**src/hw/rtl/sel_pkg.sv**
```systemverilog
// Shared types, mode and kind codes, and byte classification for the expression lexer.
package sel_pkg;

	localparam logic [2:0] M_IDLE  = 3'd0;
	localparam logic [2:0] M_NUM   = 3'd1;
	localparam logic [2:0] M_IDENT = 3'd2;
	localparam logic [2:0] M_DQ    = 3'd3;
	localparam logic [2:0] M_SQ    = 3'd4;
	localparam logic [2:0] M_SKIP  = 3'd5;

	localparam logic [1:0] K_IDENT = 2'd0;
	localparam logic [1:0] K_OP    = 2'd1;
	localparam logic [1:0] K_STR   = 2'd2;
	localparam logic [1:0] K_NUM   = 2'd3;

	localparam int QDEPTH = 4;
	localparam int QPTR_W = $clog2(QDEPTH);
	localparam int QCNT_W = $clog2(QDEPTH + 1);

	typedef struct packed {
		logic [7:0] char_in;
		logic       char_valid;
		logic       end_of_text;
	} item_t;

	typedef struct packed {
		logic [7:0] lexeme_byte;
		logic       byte_present;
		logic [1:0] token_kind;
		logic       token_end;
		logic       unrecognized;
		logic       run_last;
	} res_t;

	typedef struct packed {
		logic [1:0] cnt;
		res_t       r0;
		res_t       r1;
		logic [2:0] mode;
	} take_t;

	function automatic logic is_dig(input logic [7:0] c);
		return (c >= "0") && (c <= "9");
	endfunction

	function automatic logic is_alp(input logic [7:0] c);
		return ((c >= "a") && (c <= "z")) || ((c >= "A") && (c <= "Z"));
	endfunction

	function automatic logic is_spc(input logic [7:0] c);
		return (c == " ") || ((c >= 8'd9) && (c <= 8'd13));
	endfunction

	function automatic logic is_word(input logic [7:0] c);
		return is_alp(c) || is_dig(c) || (c == "_");
	endfunction

	function automatic logic is_numc(input logic [7:0] c);
		return is_dig(c) || (c == ".");
	endfunction

	function automatic logic is_op1(input logic [7:0] c);
		return (c == "+") || (c == "-") || (c == "*") || (c == "/") || (c == "%") ||
			(c == "=") || (c == "<") || (c == ">") || (c == "!");
	endfunction

	function automatic logic is_op2(input logic [7:0] a, input logic [7:0] b);
		return ((b == "=") && ((a == "=") || (a == "<") || (a == ">"))) ||
			((a == "&") && (b == "&")) || ((a == "|") && (b == "|"));
	endfunction

	function automatic res_t mk_res(input logic [7:0] b, input logic pres,
			input logic [1:0] kind, input logic fin, input logic unrec);
		res_t r;
		r.lexeme_byte  = b;
		r.byte_present = pres;
		r.token_kind   = kind;
		r.token_end    = fin;
		r.unrecognized = unrec;
		r.run_last     = 1'b0;
		return r;
	endfunction

	// classify held byte h in the given mode; has_la says whether lookahead la exists
	function automatic take_t lex_take(input logic [2:0] mode, input logic [7:0] h,
			input logic has_la, input logic [7:0] la);
		take_t t;
		logic fin;
		logic [7:0] q;
		t = '0;
		t.mode = M_IDLE;
		fin = 1'b0;
		q = "\"";
		case (mode)
			M_SKIP: begin
				t.mode = M_IDLE;
			end
			M_NUM: begin
				fin = !(has_la && is_numc(la));
				t.cnt = 2'd1;
				t.r0 = mk_res(h, 1'b1, K_NUM, fin, 1'b0);
				t.mode = fin ? M_IDLE : M_NUM;
			end
			M_IDENT: begin
				fin = !(has_la && is_word(la));
				t.cnt = 2'd1;
				t.r0 = mk_res(h, 1'b1, K_IDENT, fin, 1'b0);
				t.mode = fin ? M_IDLE : M_IDENT;
			end
			M_DQ, M_SQ: begin
				q = (mode == M_DQ) ? "\"" : "'";
				fin = !has_la || (la == q);
				t.cnt = 2'd1;
				t.r0 = mk_res(h, 1'b1, K_STR, fin, 1'b0);
				t.mode = fin ? (has_la ? M_SKIP : M_IDLE) : mode;
			end
			default: begin
				if (is_spc(h)) begin
					t.mode = M_IDLE;
				end else if (is_dig(h) || ((h == ".") && has_la && is_dig(la))) begin
					fin = !(has_la && is_numc(la));
					t.cnt = 2'd1;
					t.r0 = mk_res(h, 1'b1, K_NUM, fin, 1'b0);
					t.mode = fin ? M_IDLE : M_NUM;
				end else if ((h == "\"") || (h == "'")) begin
					if (!has_la || (la == h)) begin
						t.cnt = 2'd1;
						t.r0 = mk_res(8'h00, 1'b0, K_STR, 1'b1, 1'b0);
						t.mode = has_la ? M_SKIP : M_IDLE;
					end else begin
						t.mode = (h == "\"") ? M_DQ : M_SQ;
					end
				end else if (is_alp(h) || (h == "_")) begin
					fin = !(has_la && is_word(la));
					t.cnt = 2'd1;
					t.r0 = mk_res(h, 1'b1, K_IDENT, fin, 1'b0);
					t.mode = fin ? M_IDLE : M_IDENT;
				end else if (has_la && is_op2(h, la)) begin
					t.cnt = 2'd2;
					t.r0 = mk_res(h, 1'b1, K_OP, 1'b0, 1'b0);
					t.r1 = mk_res(la, 1'b1, K_OP, 1'b1, 1'b0);
					t.mode = M_SKIP;
				end else if (is_op1(h)) begin
					t.cnt = 2'd1;
					t.r0 = mk_res(h, 1'b1, K_OP, 1'b1, 1'b0);
				end else begin
					t.cnt = 2'd1;
					t.r0 = mk_res(h, 1'b0, K_IDENT, 1'b0, 1'b1);
				end
			end
		endcase
		return t;
	endfunction

endpackage

```
**src/hw/rtl/sel_ifs.sv**
```systemverilog
// Request channel interfaces for text bytes in and lexeme results out.
interface sel_text_if;
	logic       valid;
	logic       ready;
	logic [7:0] char_in;
	logic       char_valid;
	logic       end_of_text;

	modport source(output valid, char_in, char_valid, end_of_text, input ready);
	modport sink(input valid, char_in, char_valid, end_of_text, output ready);
endinterface

interface sel_token_if;
	logic       valid;
	logic       ready;
	logic [7:0] lexeme_byte;
	logic       byte_present;
	logic [1:0] token_kind;
	logic       token_end;
	logic       unrecognized;
	logic       run_last;

	modport source(output valid, lexeme_byte, byte_present, token_kind, token_end,
		unrecognized, run_last, input ready);
	modport sink(input valid, lexeme_byte, byte_present, token_kind, token_end,
		unrecognized, run_last, output ready);
endinterface

```
**src/hw/rtl/sel_lex_core.sv**
```systemverilog
// Lexer state registers and per-request classification producing up to two results.
module sel_lex_core (
	input  logic          clk,
	input  logic          arst_n,
	input  logic          step,
	input  sel_pkg::item_t item,
	output logic [1:0]    res_cnt,
	output sel_pkg::res_t res_lo,
	output sel_pkg::res_t res_hi
);
	import sel_pkg::*;

	logic [2:0] mode_q;
	logic [7:0] held_q;
	logic       held_valid_q;

	take_t      t1;
	take_t      t2;
	logic       do1;
	logic       do2;
	logic [2:0] mode_a;
	logic [7:0] held_a;
	logic       valid_a;
	logic [1:0] c1;
	logic [1:0] c2;

	always_comb begin
		t1 = lex_take(mode_q, held_q, 1'b1, item.char_in);
		do1 = item.char_valid && held_valid_q;
		mode_a = do1 ? t1.mode : mode_q;
		held_a = item.char_valid ? item.char_in : held_q;
		valid_a = item.char_valid || held_valid_q;
		t2 = lex_take(mode_a, held_a, 1'b0, 8'h00);
		do2 = item.end_of_text && valid_a;
		c1 = do1 ? t1.cnt : 2'd0;
		c2 = do2 ? t2.cnt : 2'd0;
		res_cnt = c1 + c2;
		res_lo = (c1 != 2'd0) ? t1.r0 : t2.r0;
		res_hi = (c1 == 2'd2) ? t1.r1 : t2.r0;
		res_lo.run_last = (res_cnt == 2'd1);
		res_hi.run_last = (res_cnt == 2'd2);
	end

	always_ff @(posedge clk or negedge arst_n) begin
		if (!arst_n) begin
			mode_q       <= M_IDLE;
			held_q       <= 8'h00;
			held_valid_q <= 1'b0;
		end else if (step) begin
			if (item.end_of_text) begin
				mode_q       <= M_IDLE;
				held_q       <= 8'h00;
				held_valid_q <= 1'b0;
			end else begin
				mode_q       <= mode_a;
				held_q       <= held_a;
				held_valid_q <= valid_a;
			end
		end
	end

endmodule

```
**src/hw/rtl/sel_res_fifo.sv**
```systemverilog
// Result queue taking up to two results per cycle and sending one per request.
module sel_res_fifo (
	input  logic          clk,
	input  logic          arst_n,
	input  logic [1:0]    push_cnt,
	input  sel_pkg::res_t push_lo,
	input  sel_pkg::res_t push_hi,
	output logic          room,
	sel_token_if.source   token
);
	import sel_pkg::*;

	localparam logic [QCNT_W-1:0] ROOM_MAX = QCNT_W'(QDEPTH - 2);
	localparam logic [QCNT_W-1:0] CNT_MAX  = QCNT_W'(QDEPTH);

	res_t              mem_q [QDEPTH];
	logic [QPTR_W-1:0] head_q;
	logic [QPTR_W-1:0] tail_q;
	logic [QCNT_W-1:0] count_q;
	logic              pop;
	res_t              head_r;

	assign room   = (count_q <= ROOM_MAX);
	assign pop    = token.valid && token.ready;
	assign head_r = mem_q[head_q];

	assign token.valid        = (count_q != '0);
	assign token.lexeme_byte  = head_r.lexeme_byte;
	assign token.byte_present = head_r.byte_present;
	assign token.token_kind   = head_r.token_kind;
	assign token.token_end    = head_r.token_end;
	assign token.unrecognized = head_r.unrecognized;
	assign token.run_last     = head_r.run_last;

	always_ff @(posedge clk) begin
		if (push_cnt != 2'd0) begin
			mem_q[tail_q] <= push_lo;
		end
		if (push_cnt == 2'd2) begin
			mem_q[tail_q + QPTR_W'(1)] <= push_hi;
		end
	end

	always_ff @(posedge clk or negedge arst_n) begin
		if (!arst_n) begin
			head_q  <= '0;
			tail_q  <= '0;
			count_q <= '0;
		end else begin
			head_q  <= head_q + QPTR_W'(pop);
			tail_q  <= tail_q + QPTR_W'(push_cnt);
			count_q <= count_q + QCNT_W'(push_cnt) - QCNT_W'(pop);
		end
	end

	a_push_room: assert property (@(posedge clk) disable iff (!arst_n)
		(push_cnt != 2'd0) |-> (count_q <= ROOM_MAX) && (push_cnt != 2'd3))
		else $error("result push without room");

	a_count_max: assert property (@(posedge clk) disable iff (!arst_n)
		count_q <= CNT_MAX)
		else $error("result count above depth");

	a_pop_only: assert property (@(posedge clk) disable iff (!arst_n)
		pop && (push_cnt == 2'd0) |=> count_q == $past(count_q) - QCNT_W'(1))
		else $error("result count did not drop on pop");

endmodule

```
**src/hw/rtl/shell_expression_lexer_top.sv**
```systemverilog
// Expression lexer: one text byte per request, lexeme bytes out with one byte of lookahead.
// A request is registered in the input stage, and its results are written to the result
// queue when it has room. Throughput: one request per cycle while the queue has room and
// each gives at most one result; the two results of a two-byte operator, or of a held byte
// flushed at end, are absorbed by a four-entry result queue.
// Reset: arst_n clears the lexer mode, held byte, input stage and result queue.
module shell_expression_lexer_top (
	input  logic        clk,
	input  logic        arst_n,
	sel_text_if.sink    text,
	sel_token_if.source token
);
	import sel_pkg::*;

	item_t      item_s1;
	logic       valid_s1;
	logic       adv;
	logic       room;
	logic [1:0] res_cnt;
	res_t       res_lo;
	res_t       res_hi;

	assign adv        = valid_s1 && room;
	assign text.ready = !valid_s1 || adv;

	always_ff @(posedge clk) begin
		if (text.valid && text.ready) begin
			item_s1.char_in     <= text.char_in;
			item_s1.char_valid  <= text.char_valid;
			item_s1.end_of_text <= text.end_of_text;
		end
	end

	always_ff @(posedge clk or negedge arst_n) begin
		if (!arst_n) begin
			valid_s1 <= 1'b0;
		end else if (text.ready) begin
			valid_s1 <= text.valid;
		end
	end

	sel_lex_core u_core (
		.clk     (clk),
		.arst_n  (arst_n),
		.step    (adv),
		.item    (item_s1),
		.res_cnt (res_cnt),
		.res_lo  (res_lo),
		.res_hi  (res_hi)
	);

	sel_res_fifo u_fifo (
		.clk      (clk),
		.arst_n   (arst_n),
		.push_cnt (adv ? res_cnt : 2'd0),
		.push_lo  (res_lo),
		.push_hi  (res_hi),
		.room     (room),
		.token    (token)
	);

endmodule
```
**src/flat_wrapper.sv**
```systemverilog
// flat-port wrapper written by rule: the top's interface ports become plain ports
module shell_expression_lexer_top_flat import sel_pkg::*;
  (clk, arst_n, text_valid, text_char_in, text_char_valid, text_end_of_text, text_ready, token_valid, token_lexeme_byte, token_byte_present, token_token_kind, token_token_end, token_unrecognized, token_run_last, token_ready);
  sel_text_if text_i ();
  sel_token_if token_i ();
  input  logic clk;
  input  logic arst_n;
  input wire logic [$bits(text_i.valid)-1:0] text_valid;
  input wire logic [$bits(text_i.char_in)-1:0] text_char_in;
  input wire logic [$bits(text_i.char_valid)-1:0] text_char_valid;
  input wire logic [$bits(text_i.end_of_text)-1:0] text_end_of_text;
  output wire logic [$bits(text_i.ready)-1:0] text_ready;
  output wire logic [$bits(token_i.valid)-1:0] token_valid;
  output wire logic [$bits(token_i.lexeme_byte)-1:0] token_lexeme_byte;
  output wire logic [$bits(token_i.byte_present)-1:0] token_byte_present;
  output wire logic [$bits(token_i.token_kind)-1:0] token_token_kind;
  output wire logic [$bits(token_i.token_end)-1:0] token_token_end;
  output wire logic [$bits(token_i.unrecognized)-1:0] token_unrecognized;
  output wire logic [$bits(token_i.run_last)-1:0] token_run_last;
  input wire logic [$bits(token_i.ready)-1:0] token_ready;
  assign text_i.valid = text_valid;
  assign text_i.char_in = text_char_in;
  assign text_i.char_valid = text_char_valid;
  assign text_i.end_of_text = text_end_of_text;
  assign text_ready = text_i.ready;
  assign token_valid = token_i.valid;
  assign token_lexeme_byte = token_i.lexeme_byte;
  assign token_byte_present = token_i.byte_present;
  assign token_token_kind = token_i.token_kind;
  assign token_token_end = token_i.token_end;
  assign token_unrecognized = token_i.unrecognized;
  assign token_run_last = token_i.run_last;
  assign token_i.ready = token_ready;
  shell_expression_lexer_top u_core (.clk(clk), .arst_n(arst_n), .text(text_i), .token(token_i));
endmodule
```
**config.mk**
```make
export PLATFORM = sky130hd
export DESIGN_NAME = shell_expression_lexer_top_flat
export DESIGN_NICKNAME = d
export VERILOG_FILES = /design/src/hw/rtl/sel_pkg.sv /design/src/hw/rtl/sel_ifs.sv /design/src/hw/rtl/sel_lex_core.sv /design/src/hw/rtl/sel_res_fifo.sv /design/src/hw/rtl/shell_expression_lexer_top.sv /design/src/flat_wrapper.sv
export SDC_FILE = /design/constraint.sdc
export NUM_CORES = 1
export LEC_CHECK = 0
export BUFFER_PORTS_ARGS = -buffer_cell sky130_fd_sc_hd__buf_2
export CORE_MARGIN = 5
export CORE_UTILIZATION = 42
export DETAILED_ROUTE_END_ITERATION = 8
export PLACE_DENSITY = 0.58
export SYNTH_ARGS = -nofsm -noshare
export SYNTH_HDL_FRONTEND = slang
export SYNTH_SLANG_ARGS = --single-unit
export TNS_END_PERCENT = 1
```
**constraint.sdc**
```tcl
create_clock -name clk -period 6.26 [get_ports clk]
set_clock_uncertainty 0.1 [all_clocks]
set_input_delay 0.626 -clock clk [delete_from_list [all_inputs] [get_ports clk]]
set_output_delay 0.626 -clock clk [all_outputs]
set_load 0.005 [all_outputs]
```
==> summary.md <==
| Metric | Value |
|---|---|
| Setup Crit Path Kind | reg2reg |
| Largest net degree at the start of global routing | 26 |
| Fin. max-slew vios | 0 |
| # H-tree levels | 3 |
| Nets | 595 |
| Resized Gates After CTS | 0 |
| TritonCTS clock tree | yes |
| Inserted Diodes | 0 |
| Clock power frac | 16.6% |
| Setup TNS | 0 ns |
| Syn_area_per_cell | 10.4 um^2 |
| Mapped Cells | between 500 and 600 |
| Post-CTS Setup Inserts | 0 |
| I/O pins | 30 |
| Max Buffers Root-to-Sink | 2 |
| Num CTS Buffers | 9 |
| Minimum clock period | 4.84 ns |
| Required time worst endpoint | 6.14 ns |
| DRT iter0 DRCs | 520 |
| Fin. Hold Viols | 0 |
| Seq pwr share | 33.1% |
| Vias per cell | about 6.4 |
| Hold WC Path Type | in2async |
| Net Sw Power | 1.51 mW |
| Total wire length | 16.9 mm |
| Number of buffers added on ports | 29 |
| Post-Layout Cell Count | between 700 and 800 |
| Post-synth EDFFs | 66 |
| Crit share post-route | 77.3% |
| CORE AREA | 13,800 um^2 |
| Leak pwr | 2.35 nW |
| CP endpoint kind | flip-flop |
| CP Max Fanout | 14 |
| Max VDD drop | 0.279 mV |
| DRC Markers | 0 |
| Initial core utilization | 42.5% |
| DIE WIDTH | ~130 um |
| Post-synthesis sequential area ratio | 42.2% |
| Cell Area, Synth | 5880 um^2 |
| Max-Cap Viols | 0 |
| DR WL/cell | 22.3 um |
| TritonCTS Sinks | 86 |
| Drt first pass iters | 5 |
| Worst-Margin Slew | 1.00 ns |
| Vias in the first global route | around 4,700 |
| Critical path arrival | 4.72 ns |
| Placed Cells | 743 |
| Fmax achieved | 0.207 GHz |
| Max transition margin | 33.4% |
| P per Cell Area | about 520 nW/um^2 |
| Leading register cell type out of synthesis | edfxtp_1 |
| Clock Pin Slew Worst Setup and Hold Paths | 0.07 ns |
| Grt total ovfl | 0 |
| Seq cells post-synth | 86 |
| Die area | 16,500 um^2 |
| Worst Hold Margin | between 0.1 and 0.15 ns |
| Clk root buf | clkbuf_16 |
| # hold bufs at CTS | 0 |
| Internal Power | 1.85 mW |
| Post-Synthesis Net Count | about 590 |
| Setup violators final | 0 |
| Core Rows | 43 |
| Antenna violations before repair | 0 |
| Ys Warns | 0 |
| Die height | 128 um |
| Global-route wire length before repair | 26.6 mm |
| Total Power | roughly 3.4 mW |
| Share of flip-flops with an asynchronous set or reset | a little under a quarter |
| Worst Setup Start Kind | flip-flop |
| GRT Util Overall | 21.0% |
| Clk_lat worst skew | 0.35 ns |
| Logic pwr share | 50.3% |
| Vias | approximately 4,800 |
| RSZ-0062 raised after global routing | false |
| RD Place Congestion | 0.943 |
| Dpl hpwl | approximately 12 mm |
| Net Sw Frac | 45.0% |
| Layout area overhead | 9.45% |
| Layout cells sized above 1 | between 15 and 20% |
| Cell variety after synth | slightly above 80 |
| Routed Antenna Nets | 0 |
| Outcome | finished clean |
## metal layers
metal  up-vias  wire (um)  GRT usage (%)  share of wire (%)
li1       2221          -              -                  -
met1      2404       7560           29.8                 45
met2       197       7860           32.7                 47
met3        27       1090           3.08                6.4
met4         0        388           7.74                2.3
met5         -          0              0                  0
## synthesized netlist by cell type (all sizes together), types with 4 or more instances
library cell	n	area share (%)
a21oi	38	3.2
mux4	14	5.4
nor2b	4	0.43
mux2	11	2.2
nor3	22	2.3
nand4	8	0.85
o211ai	5	0.64
edfxtp	66	34
o22ai	12	1.3
nor4	7	0.85
mux2i	32	5.4
a211oi	4	0.60
nand2	48	3.1
o31a	4	0.60
ha	6	1.3
buf	15	1.6
or3	6	0.64
and3	7	0.74
clkbuf	25	1.6
nand3	14	1.3
nand2b	9	1.1
xnor2	5	0.74
inv	17	1.1
a21o	7	0.89
o21ai	28	2.6
o32ai	8	1.2
xor2	10	1.5
nor2	34	2.3
o31ai	6	0.77
a22oi	6	0.77
a31oi	5	0.53
and2	7	0.74
dfrtp	20	8.5
## layout make-up
cell class | instances | area, um^2
clock buffers | 9 | 225
clock inverters | 7 | 81.3
fillers | 1290 | 7390
inverters | 17 | 66.3
multi-input cells | 422 | 3140
flip-flops and latches | 86 | 2480
well taps | 180 | 225
repair buffers | 38 | 213
## path summary, 6_finish.rpt
path | start | slack [ns] | endpoint | cells past startpoint
max reg2reg | u_core.u_core.held_q[5] | 1.42 | u_core.u_fifo.mem_q[0][4] | 15
max in group asynchronous | arst_n | 5.54 | u_core.u_core.mode_q[2] | 1
min in group clk | text_end_of_text | 0.34 | u_core.item_s1[0] | 1
min reg2reg | u_core.u_fifo.count_q[2] | 0.41 | u_core.u_fifo.count_q[2] | 1
max | u_core.u_core.held_q[5] | 1.42 | u_core.u_fifo.mem_q[0][4] | 15
min | arst_n | 0.15 | u_core.u_fifo.head_q[0] | 1
## power groups by stage
stage                     sequential [mW]  clock, mW  combinational (mW)
after global routing                 1.14      0.589                1.85
after global placement               1.11          0                1.66
after detailed placement             1.12          0                1.68
after floorplan                     0.920          0                1.37
final                                1.11      0.556                1.69
after CTS                            1.11      0.563                1.68
## logic make-up (layout without fill, tap and decap cells)
family	Yosys count	in the layout	share of synthesized area, %
compound gates	158	158	19.0
xor+xnor	15	15	2.23
fa+ha+maj	7	7	1.62
buf+inv	57	71	4.34
flops	86	86	42.2
mux	57	57	13.0
simple gates	185	185	17.5
## flip-flops by register name, indices dropped and copies added, names as in the netlist
name and flops:
u_core.u_fifo.mem_q 56, u_core.item_s1 10, u_core.u_core.held_q 8, u_core.u_core.mode_q 3, u_core.u_fifo.count_q 3, u_core.u_fifo.head_q 2, u_core.u_fifo.tail_q 2, u_core.u_core.held_valid_q 1
u_core.valid_s1 1
## cells in the final DEF (no fill, tap or decap), types with 10 or more instances in the layout
master / n
nor3_1: 20
nand3_1: 13
mux4_2: 14
o22ai_1: 12
nor2_1: 32
xor2_1: 10
o21ai_0: 20
dfrtp_1: 20
a21oi_1: 38
edfxtp_1: 66
nand2_1: 48
buf_2: 29
inv_1: 16
mux2i_1: 32
## critical path, stage by stage (launching register included)
cell and delay, ns:
dfrtp_1 0.59, nor3b_4 0.55, nand3_1 0.16, o31a_1 0.35, a211o_1 0.30, a221oi_2 0.21, buf_4 0.23, nand3_1 0.11
o211ai_1 0.12, a21oi_1 0.06, ha_1 0.20, xnor2_1 0.18, nor2_4 0.21, inv_4 0.10, nor3_4 0.38, a21o_1 0.59
## metrics by stage
| stage | cell area, um^2 | util, % | setup slack (ns) |
|---|---|---|---|
| 6_report | 6430 | 46.5 | 1.42 |
| 5_1_grt | 6430 | 46.5 | 1.11 |
| 4_1_cts | 6430 | 46.5 | 1.45 |
| 3_5_place_dp | 6130 | 44.3 | 1.46 |
| 3_3_place_gp | 6130 | 44.3 | 1.46 |
| 2_1_floorplan | 5880 | - | 2.03 |
No activity file was read; power rests on OpenSTA's default activity.
